--- src/rtl/recurrence_checksum_macros.svh ---
// ----------------------------------------------------------------------------
// Recurrence checksum assertion macros
// Shared concurrent assertion forms, clocked on clk and disabled in reset.
// ----------------------------------------------------------------------------
`ifndef RECURRENCE_CHECKSUM_MACROS_SVH
`define RECURRENCE_CHECKSUM_MACROS_SVH

// The condition must hold in the same cycle as the trigger.
`define RCS_ASSERT_SAME(label, pre, post, msg) \
	label: assert property (@(posedge clk) disable iff (!arst_n) (pre) |-> (post)) \
		else $error(msg);

// The condition must hold in the cycle after the trigger.
`define RCS_ASSERT_NEXT(label, pre, post, msg) \
	label: assert property (@(posedge clk) disable iff (!arst_n) (pre) |=> (post)) \
		else $error(msg);

`endif

--- src/rtl/recsum_pkg.sv ---
// ----------------------------------------------------------------------------
// Recurrence checksum package
// Types and fixed constants of the three-term recurrence checksum.
// ----------------------------------------------------------------------------
package recsum_pkg;

	typedef logic [15:0] term_t;
	typedef logic [7:0]  idx_t;

	// Coefficient multipliers applied to the byte index.
	localparam logic [7:0]  ALPHA_MUL    = 8'd17;
	localparam logic [7:0]  BETA_MUL     = 8'd31;
	// Offset added to the first byte of a message.
	localparam term_t       FIRST_OFFSET = 16'd7;
	// Folding modulus and a multiple of it that keeps the difference positive.
	localparam logic [16:0] FOLD_MOD     = 17'd65535;
	localparam logic [25:0] FOLD_BIAS    = 26'd16776960;

endpackage

--- src/rtl/recurrence_checksum.sv ---
// ----------------------------------------------------------------------------
// Recurrence checksum
// Three-term recurrence checksum over a byte message, one byte per word.
// ----------------------------------------------------------------------------
// A message enters one byte per word on the byte channel, with last_byte set
// on its final byte; that word produces exactly one word on the sum channel
// carrying the 16-bit checksum (0 to 65534), and other bytes produce nothing.
// The block takes one byte every cycle unless a final byte is stalled, and
// an accepted byte reaches its checksum through one input register, then the
// recurrence update that writes the term and checksum registers together.
// The recurrence itself (a 9x16 and an 8x16 multiply, a subtract and a fold
// modulo 65535) is the feedback path that sets the clock limit. While a
// checksum waits on a stalled sum channel, bytes that are not final still
// flow; only a second final byte waits behind it. A one-byte message gives
// the byte plus seven. A difference that goes negative is folded the way an
// unsigned 64-bit wrap would fold it, which is one more than the true
// remainder. The byte index wraps at 256, which leaves the coefficients
// unchanged.
// ----------------------------------------------------------------------------
`include "recurrence_checksum_macros.svh"

module recurrence_checksum
	import recsum_pkg::*;
(
	input  logic        clk,
	input  logic        arst_n,
	input  logic        byte_valid,
	output logic        byte_stall,
	input  logic [7:0]  data_byte,
	input  logic        last_byte,
	output logic        sum_valid,
	input  logic        sum_stall,
	output logic [15:0] checksum
);

	// Input stage.
	logic        valid_s1;
	logic [7:0]  data_s1;
	logic        last_s1;

	// Recurrence state.
	term_t       term_prev_q;
	term_t       term_cur_q;
	idx_t        byte_idx_q;
	logic        in_msg_q;

	// Output register.
	logic        sum_valid_q;
	term_t       checksum_q;

	logic        load_in;
	logic        fire_s1;

	logic [7:0]  alpha;
	logic [7:0]  beta;
	logic [8:0]  coef_a;
	logic [24:0] prod_pos;
	logic [23:0] prod_neg;
	logic        borrow;
	logic [25:0] diff;
	logic [16:0] fold;
	term_t       term_next;
	term_t       term_new;

	// The staged byte moves on unless it is a final byte and the checksum
	// register still holds a word that the sink has not taken.
	assign fire_s1    = valid_s1 && (!last_s1 || !sum_valid_q || !sum_stall);
	assign byte_stall = valid_s1 && !fire_s1;
	assign load_in    = byte_valid && !byte_stall;

	always_comb begin
		alpha    = 8'(byte_idx_q * ALPHA_MUL);
		beta     = 8'(byte_idx_q * BETA_MUL);
		coef_a   = {1'b0, data_s1} + {1'b0, alpha};
		prod_pos = {16'd0, coef_a} * {9'd0, term_cur_q};
		prod_neg = {16'd0, beta} * {8'd0, term_prev_q};
		// A 64-bit wrap of a negative difference adds one modulo 65535.
		borrow   = prod_pos < {1'b0, prod_neg};
		diff     = {1'b0, prod_pos} + FOLD_BIAS - {2'd0, prod_neg} + {25'd0, borrow};
		// 2^16 is one modulo 65535, so the upper bits fold onto the lower ones.
		fold     = {7'd0, diff[25:16]} + {1'b0, diff[15:0]};
		if (fold >= FOLD_MOD) begin
			term_next = 16'(fold - FOLD_MOD);
		end else begin
			term_next = fold[15:0];
		end
		// The first byte of a message restarts the recurrence.
		if (in_msg_q) begin
			term_new = term_next;
		end else begin
			term_new = {8'd0, data_s1} + FIRST_OFFSET;
		end
	end

	always_ff @(posedge clk or negedge arst_n) begin
		if (!arst_n) begin
			valid_s1 <= 1'b0;
		end else if (load_in) begin
			valid_s1 <= 1'b1;
		end else if (fire_s1) begin
			valid_s1 <= 1'b0;
		end
	end

	always_ff @(posedge clk) begin
		if (load_in) begin
			data_s1 <= data_byte;
			last_s1 <= last_byte;
		end
	end

	always_ff @(posedge clk or negedge arst_n) begin
		if (!arst_n) begin
			term_prev_q <= 16'd1;
			term_cur_q  <= 16'd1;
			byte_idx_q  <= '0;
			in_msg_q    <= 1'b0;
		end else if (fire_s1) begin
			term_prev_q <= in_msg_q ? term_cur_q : 16'd1;
			term_cur_q  <= term_new;
			byte_idx_q  <= in_msg_q ? byte_idx_q + 8'd1 : 8'd1;
			in_msg_q    <= !last_s1;
		end
	end

	always_ff @(posedge clk or negedge arst_n) begin
		if (!arst_n) begin
			sum_valid_q <= 1'b0;
		end else if (fire_s1 && last_s1) begin
			sum_valid_q <= 1'b1;
		end else if (!sum_stall) begin
			sum_valid_q <= 1'b0;
		end
	end

	always_ff @(posedge clk) begin
		if (fire_s1 && last_s1) begin
			checksum_q <= term_new;
		end
	end

	assign sum_valid = sum_valid_q;
	assign checksum  = checksum_q;

	// The fold never leaves the residue 65535 in the term registers.
	`RCS_ASSERT_SAME(a_term_range, 1'b1, term_cur_q != 16'hFFFF, "term out of range")
	// A delivered checksum is always reduced.
	`RCS_ASSERT_SAME(a_sum_range, sum_valid, checksum != 16'hFFFF, "checksum out of range")
	// Input backpressure only comes from a final byte behind a held checksum.
	`RCS_ASSERT_SAME(a_stall_cause, byte_stall,
		valid_s1 && last_s1 && sum_valid_q && sum_stall, "unexpected input stall")
	// A final byte closes the message.
	`RCS_ASSERT_NEXT(a_msg_close, fire_s1 && last_s1, !in_msg_q && sum_valid_q,
		"message not closed")

endmodule
--- config.mk ---
export PLATFORM = sky130hd
export DESIGN_NAME = recurrence_checksum
export DESIGN_NICKNAME = d
export VERILOG_FILES = /design/src/rtl/recsum_pkg.sv /design/src/rtl/recurrence_checksum.sv
export VERILOG_INCLUDE_DIRS = /design/src /design/src/rtl
export SDC_FILE = /design/constraint.sdc
export NUM_CORES = 1
export LEC_CHECK = 0
export BUFFER_PORTS_ARGS = -buffer_cell sky130_fd_sc_hd__buf_2
export CAP_MARGIN = 5
export CORE_MARGIN = 2
export CORE_UTILIZATION = 45
export DETAILED_ROUTE_END_ITERATION = 8
export PLACE_DENSITY = 0.6
export SLEW_MARGIN = 10
export SYNTH_ARGS = -nofsm -noshare
export SYNTH_HDL_FRONTEND = slang
export SYNTH_SLANG_ARGS = --single-unit
--- constraint.sdc ---
create_clock -name clk -period 22.4 [get_ports clk]
set_input_delay 1.12 -clock clk [delete_from_list [all_inputs] [get_ports clk]]
set_output_delay 1.12 -clock clk [all_outputs]
set_load 0.1 [all_outputs]
==> Word level (Yosys, flattened, before mapping) <==
Index checks and enable logic that the tools add are counted.
{ "word_totals": {"ff_bits": 68, "input_bits": 13, "wordCells": 44} }
{ "classes": {"addsub": 8, "n_mul": 4, "order_cmp": 2, "eq_ne": 1, "muxes": 8, "n_reduce_logical": 12} }
{ "ops": {"columns": ["cell", "count"], "rows": [
  ["16-bit 2-to-1 mux", 3],
  ["25-bit by 24-bit adder with 26-bit output (second input constant)", 1],
  ["26-bit by 1-bit adder with 26-bit output", 1],
  ["26-bit by 24-bit subtractor with 26-bit output", 1],
  ["25-bit by 24-bit < comparator with 1-bit output", 1],
  ["9-bit by 16-bit multiplier with 25-bit output", 1],
  ["8-bit by 16-bit multiplier with 24-bit output", 1],
  ["10-bit by 16-bit adder with 17-bit output", 1],
  ["17-bit by 16-bit greater-or-equal comparator with 1-bit output (second input constant)", 1],
  ["8-bit by 5-bit multiplier with 8-bit output (second input constant)", 2],
  ["16-bit subtractor (second input constant)", 1],
  ["8-bit by 3-bit adder with 9-bit output (second input constant)", 1],
  ["8-bit by 8-bit adder with 9-bit output", 1],
  ["8-bit by 1-bit adder with 8-bit output (second input constant)", 1],
  ["8-bit 2-to-1 mux", 1],
  ["1-bit zero test", 5],
  ["1-bit logical AND", 4],
  ["1-bit 2-to-1 mux", 4],
  ["1-bit logical OR", 2],
  ["2-bit by 1-bit != test with 1-bit output (second input constant)", 1],
  ["2-bit nonzero test", 1]
]} }

==> Longest topological paths before layout <==
{ "depth": {"ltp_word": 10, "ltp_mapped": 64, "mapped_depth_nobuf": 62} }

==> Worst setup path after synthesis <==
OpenSTA, ideal clock, no wires.
{ "synth_timing": {"kind": "register to register", "startpoint": "reg byte_idx_q[1]", "endpoint": "reg term_cur_q[7]", "setup_ns": 0.125, "arrival_ns": 13.784, "required_time_ns": 22.275, "slack_ns": 8.491, "path_stages_with_launch": 61, "period_less_slack_ns": 13.909, "cell_sequence": "dfrtp_1 > inv_1 > fa_1 > inv_1 > fa_1 > inv_1 > fa_1 > inv_1 > ha_1 > inv_1 > o21bai_1 > a21oi_1 > xnor2_1 > clkbuf_1 > nand2_1 > fa_1 > fa_1 > fa_1 > [... 25 more ...] > o21a_1 > o21ai_1 > nand2b_1 > a21oi_1 > xnor2_1 > ha_1 > a211oi_1 > nor2_1 > xnor2_1 > or4_1 > buf_2 > or4b_1 > o211ai_1 > a2111oi_4 > o211ai_2 > or4_1 > a31o_1 > mux2_2"} }
{ "synth_between": {"elab_chain_len": 10, "elab_cells_between_ends": 14, "classes_between": "add/sub (6); mul (4); order compare (2); mux (2)"} }
{ "synth_rtl": {"columns": ["element", "line_no", "source"], "rows": [
  ["start, declared", "recurrence_checksum.sv:44", "idx_t byte_idx_q;"],
  ["start signal, assigned", "recurrence_checksum.sv:121", "byte_idx_q <= in_msg_q ? byte_idx_q + 8'd1 : 8'd1;"],
  ["8-bit by 5-bit multiplier with 8-bit output", "recurrence_checksum.sv:72", "alpha = 8'(byte_idx_q * ALPHA_MUL);"],
  ["8-bit by 8-bit adder with 9-bit output", "recurrence_checksum.sv:74", "coef_a = {1'b0, data_s1} + {1'b0, alpha};"],
  ["9-bit by 16-bit multiplier with 25-bit output", "recurrence_checksum.sv:75", "prod_pos = {16'd0, coef_a} * {9'd0, term_cur_q};"],
  ["25-bit by 24-bit adder with 26-bit output", "recurrence_checksum.sv:79", "diff = {1'b0, prod_pos} + FOLD_BIAS - {2'd0, prod_neg} + {25'd0, borrow};"],
  ["26-bit by 24-bit subtractor with 26-bit output", "recurrence_checksum.sv:79", null],
  ["26-bit by 1-bit adder with 26-bit output *", "recurrence_checksum.sv:79", null],
  ["10-bit by 16-bit adder with 17-bit output *", "recurrence_checksum.sv:81", "fold = {7'd0, diff[25:16]} + {1'b0, diff[15:0]};"],
  ["16-bit subtractor or 17-bit by 16-bit greater-or-equal comparator with 1-bit output (tied branches)", "recurrence_checksum.sv:83, recurrence_checksum.sv:82", null],
  ["16-bit 2-to-1 mux *", "recurrence_checksum.sv:82", "if (fold >= FOLD_MOD) begin"],
  ["16-bit 2-to-1 mux *", "recurrence_checksum.sv:88", "if (in_msg_q) begin"],
  ["via term_new[7]", "recurrence_checksum.sv:63", "term_t term_new;"],
  ["end signal, assigned", "recurrence_checksum.sv:120", "term_cur_q <= term_new;"],
  ["end, declared", "recurrence_checksum.sv:43", "term_t term_cur_q;"]
]} }
The timed path passes the listed nets; every way through them passes the cells marked *.
A chain may end at the register's enable or synchronous reset.

==> Worst setup path after layout <==
{ "layout_timing": {"startpoint": "reg byte_idx_q[0]", "endpoint": "reg term_cur_q[7]"} }
The elaborated chain is that of the path after synthesis.

==> results.sh <==
export IMPL_worstPathMaxFanout=25
export IMPL_dr_pass1_iters=5
export IMPL_die_x_um=186.1
export IMPL_synth_area_leader_cell="fa_1"
export IMPL_ys_seq_elements=68
export IMPL_drv_slew=0
export IMPL_grt_usage_pct=23.73
export IMPL_arrival_ns=16.00
export IMPL_ctsResizeCount=0
export IMPL_start_kind="flip-flop"
export IMPL_final_area_um2=15880
export IMPL_synth_compound_area_share_pct=9.722
export IMPL_startpoint="byte_idx_q[0]"
export IMPL_portBuffers=30
export IMPL_post_route_period_util_pct=70.41
export IMPL_synth_mux_area_share_pct=0.9478
export IMPL_cts_sinks=68
export IMPL_synth_top_area_share_pct=26.98
export IMPL_cts_tree="yes"
export IMPL_hold_buffers=0
export IMPL_final_nets=2128
export IMPL_critPathMostFrequentCell="fa_1"
export IMPL_avgSynthCellArea_um2=8.637
export IMPL_root_buffer="clkbuf_16"
export IMPL_dp_final_hpwl_um=32220
export IMPL_slew_headroom_pct=31.96
export IMPL_finalSetupTns_ns=0
export IMPL_grt_pass1_wl_um=63420
export IMPL_syn_to_final_growth_pct=6.425
export IMPL_clock_latency_ns=0.35
export IMPL_rows=66
export IMPL_synth_simple_area_share_pct=18.50
export IMPL_worstHoldPathCells=1
export IMPL_post_cts_setup_buffer_count=0
export IMPL_design_core_area_um2=32620
export IMPL_crit_end="term_cur_q[7]"
export IMPL_synth_edf_count=25
export IMPL_synthAdderAreaFrac_pct=42.74
export IMPL_netlist_area_um2=14920
export IMPL_max_clock_path_buffers=2
export IMPL_synth_nets=2129
export IMPL_place_gp_congestion=0.9363
export IMPL_worstSetupPathType="flip-flop to flip-flop"
export IMPL_drive_gt1_share_pct=4.853
export IMPL_finalClockSkew_ns=0.01517
export IMPL_synthArstFlopShare_pct=63.24
export IMPL_drcViolationCount=0
export IMPL_grt_overflow_total=0
export IMPL_yosysSeqAreaShare_pct=12.26
export IMPL_critPathSlowestCell="dfrtp_1"
export IMPL_status="finished clean"
export IMPL_maxCapViolations=0
export IMPL_post_drt_wl_per_cell_um=17.91
export IMPL_fin_crit_ns=15.77
export IMPL_synthFlopType="dfrtp_1"
export IMPL_hold_violations=0
export IMPL_place_area_um2=15530
export IMPL_synth_cell_types=66
export IMPL_drt_initial_drc_count=692
export IMPL_synth_common_cells="inv_1 (319), fa_1 (201), nand2_1 (201)"
export IMPL_die_area_um2=34620
export IMPL_setup_worst_path_end_class="flip-flop"
export IMPL_vias_per_cell=5.277
export IMPL_synth_top_family_by_area="adder cells"
export IMPL_r2r_cells=57
export IMPL_syn_inst=1727
export IMPL_rsz0062_at_grt="no"
export IMPL_die_h_um=186.1
export IMPL_initial_core_util_pct=45.73
export IMPL_clk_pin_slew_ns=0.06
export IMPL_setup_viol=0
export IMPL_reg2reg_from="byte_idx_q[0]"
export IMPL_grt_antenna_before_repair=1
export IMPL_yosys_cell_count_top_type="inv_1"
export IMPL_first_global_vias=11850
export IMPL_yosysWarnings=0
export IMPL_slowest_delay_ns=1.00
export IMPL_cp_required_ns=22.63
export IMPL_r2r_end="term_cur_q[7]"
export IMPL_routed_wl_um=38910
export IMPL_diodes=0
export IMPL_ant_nets=0
export IMPL_grt_max_degree=44
export IMPL_tightest_slew_ns=1.021
export IMPL_htreeDepth=3
export IMPL_via_count=11467
export IMPL_hold_path_class="flip-flop to flip-flop"
export IMPL_r2r_setup_slack_ns=6.63
export IMPL_fmax_mhz=63.41
export IMPL_synthXorXnorAreaFrac_pct=6.400
export IMPL_numCtsBuffers=9
export IMPL_synthTopCellsByArea="fa_1 (27%), ha_1 (16%), inv_1 (8.0%)"
export IMPL_ios=31
-- metal layers --
metal  routed length, um  up-vias  share of wire, %  track usage, %
met3                1384       44               3.6           2.289
li1                    -     5476                 -               -
met4                 634        0               1.6           4.598
met2               19380      234                50           42.08
met5                   0        -                 0               0
met1               17510     5713                45           31.57
-- placed cells by master, fill, tap and decap left out, drive strengths merged, types with 6 or more instances in the layout --
cell type,instances
o21bai,17
o31ai,11
a21o,18
and2,137
buf,42
ha,188
fa,201
nor3,24
mux2,9
and3,6
o21a,15
edfxtp,25
nand2b,15
nand4,6
clkbuf,9
dfrtp,41
inv,319
xor2,27
nand3,36
or3,9
nor2,72
xnor2,82
nor4,6
o22ai,6
o211ai,9
o21ai,35
a21oi,63
or2,7
nor2b,27
nand2,201
a211oi,9
-- worst max-delay path, delay by kind of cell (launching register included) --
family,cells,cell delay [ns]
simple gates,9,2.32
buf+inv,6,0.51
compound gates,23,5.20
mux,1,0.26
fa+ha+maj,14,5.77
flops,1,1.00
xor+xnor,4,0.59
-- how the worst min path moves through the flow --
stage / end / slack (ns) / from
2_1_floorplan: term_prev_q[0] / 0.47 / term_prev_q[0]
3_3_place_gp: sum_valid / 0.52 / sum_valid
3_5_place_dp: sum_valid / 0.52 / sum_valid
4_1_cts: sum_valid / 0.54 / sum_valid
5_1_grt: term_prev_q[0] / 0.56 / term_prev_q[0]
6_report: sum_valid / 0.53 / sum_valid
-- per-stage QoR --
| step | hold WS [ns] | util [%] | std cells | setup WS [ns] |
|---|---|---|---|---|
| 6_report | 0.5308 | 48.67 | 2173 | 6.628 |
| 5_1_grt | 0.5614 | 48.67 | 2173 | 5.555 |
| 4_1_cts | 0.5353 | 48.67 | 2173 | 6.710 |
| 3_5_place_dp | 0.5193 | 47.63 | 2157 | 6.789 |
| 3_3_place_gp | 0.5176 | 47.63 | 2157 | 7.120 |
| 2_1_floorplan | 0.4686 | - | 1727 | 8.491 |
-- registers in the layout, indices dropped and copies added (netlist names) --
signal / flops
byte_idx_q: 8
in_msg_q: 1
last_s1: 1
valid_s1: 1
checksum: 16
term_cur_q: 16
sum_valid: 1
data_s1: 8
term_prev_q: 16
-- cell type report --
class / count / area (um2)
Timing Repair Buffer: 42 / 240.2
Sequential cell: 68 / 1829
Multi-Input combinational cell: 1285 / 11710
Fill cell: 3195 / 16740
Clock inverter: 7 / 115.1
Clock buffer: 9 / 225.2
Tap cell: 442 / 553.0
Inverter: 320 / 1201
-- kinds of logic (layout without fill, tap and decap cells) --
kind of cell | Yosys count | after routing
AO/OA/AOI/OAI | 218 | 218
XOR/XNOR | 109 | 109
adder cells (fa/ha/maj) | 389 | 389
buffers and inverters | 374 | 378
flip-flops | 68 | 68
multiplexers | 13 | 13
AND/OR/NAND/NOR | 556 | 556
Power is not shown: default switching activity piles up to over one toggle a cycle in this logic, so the estimate is an artifact.
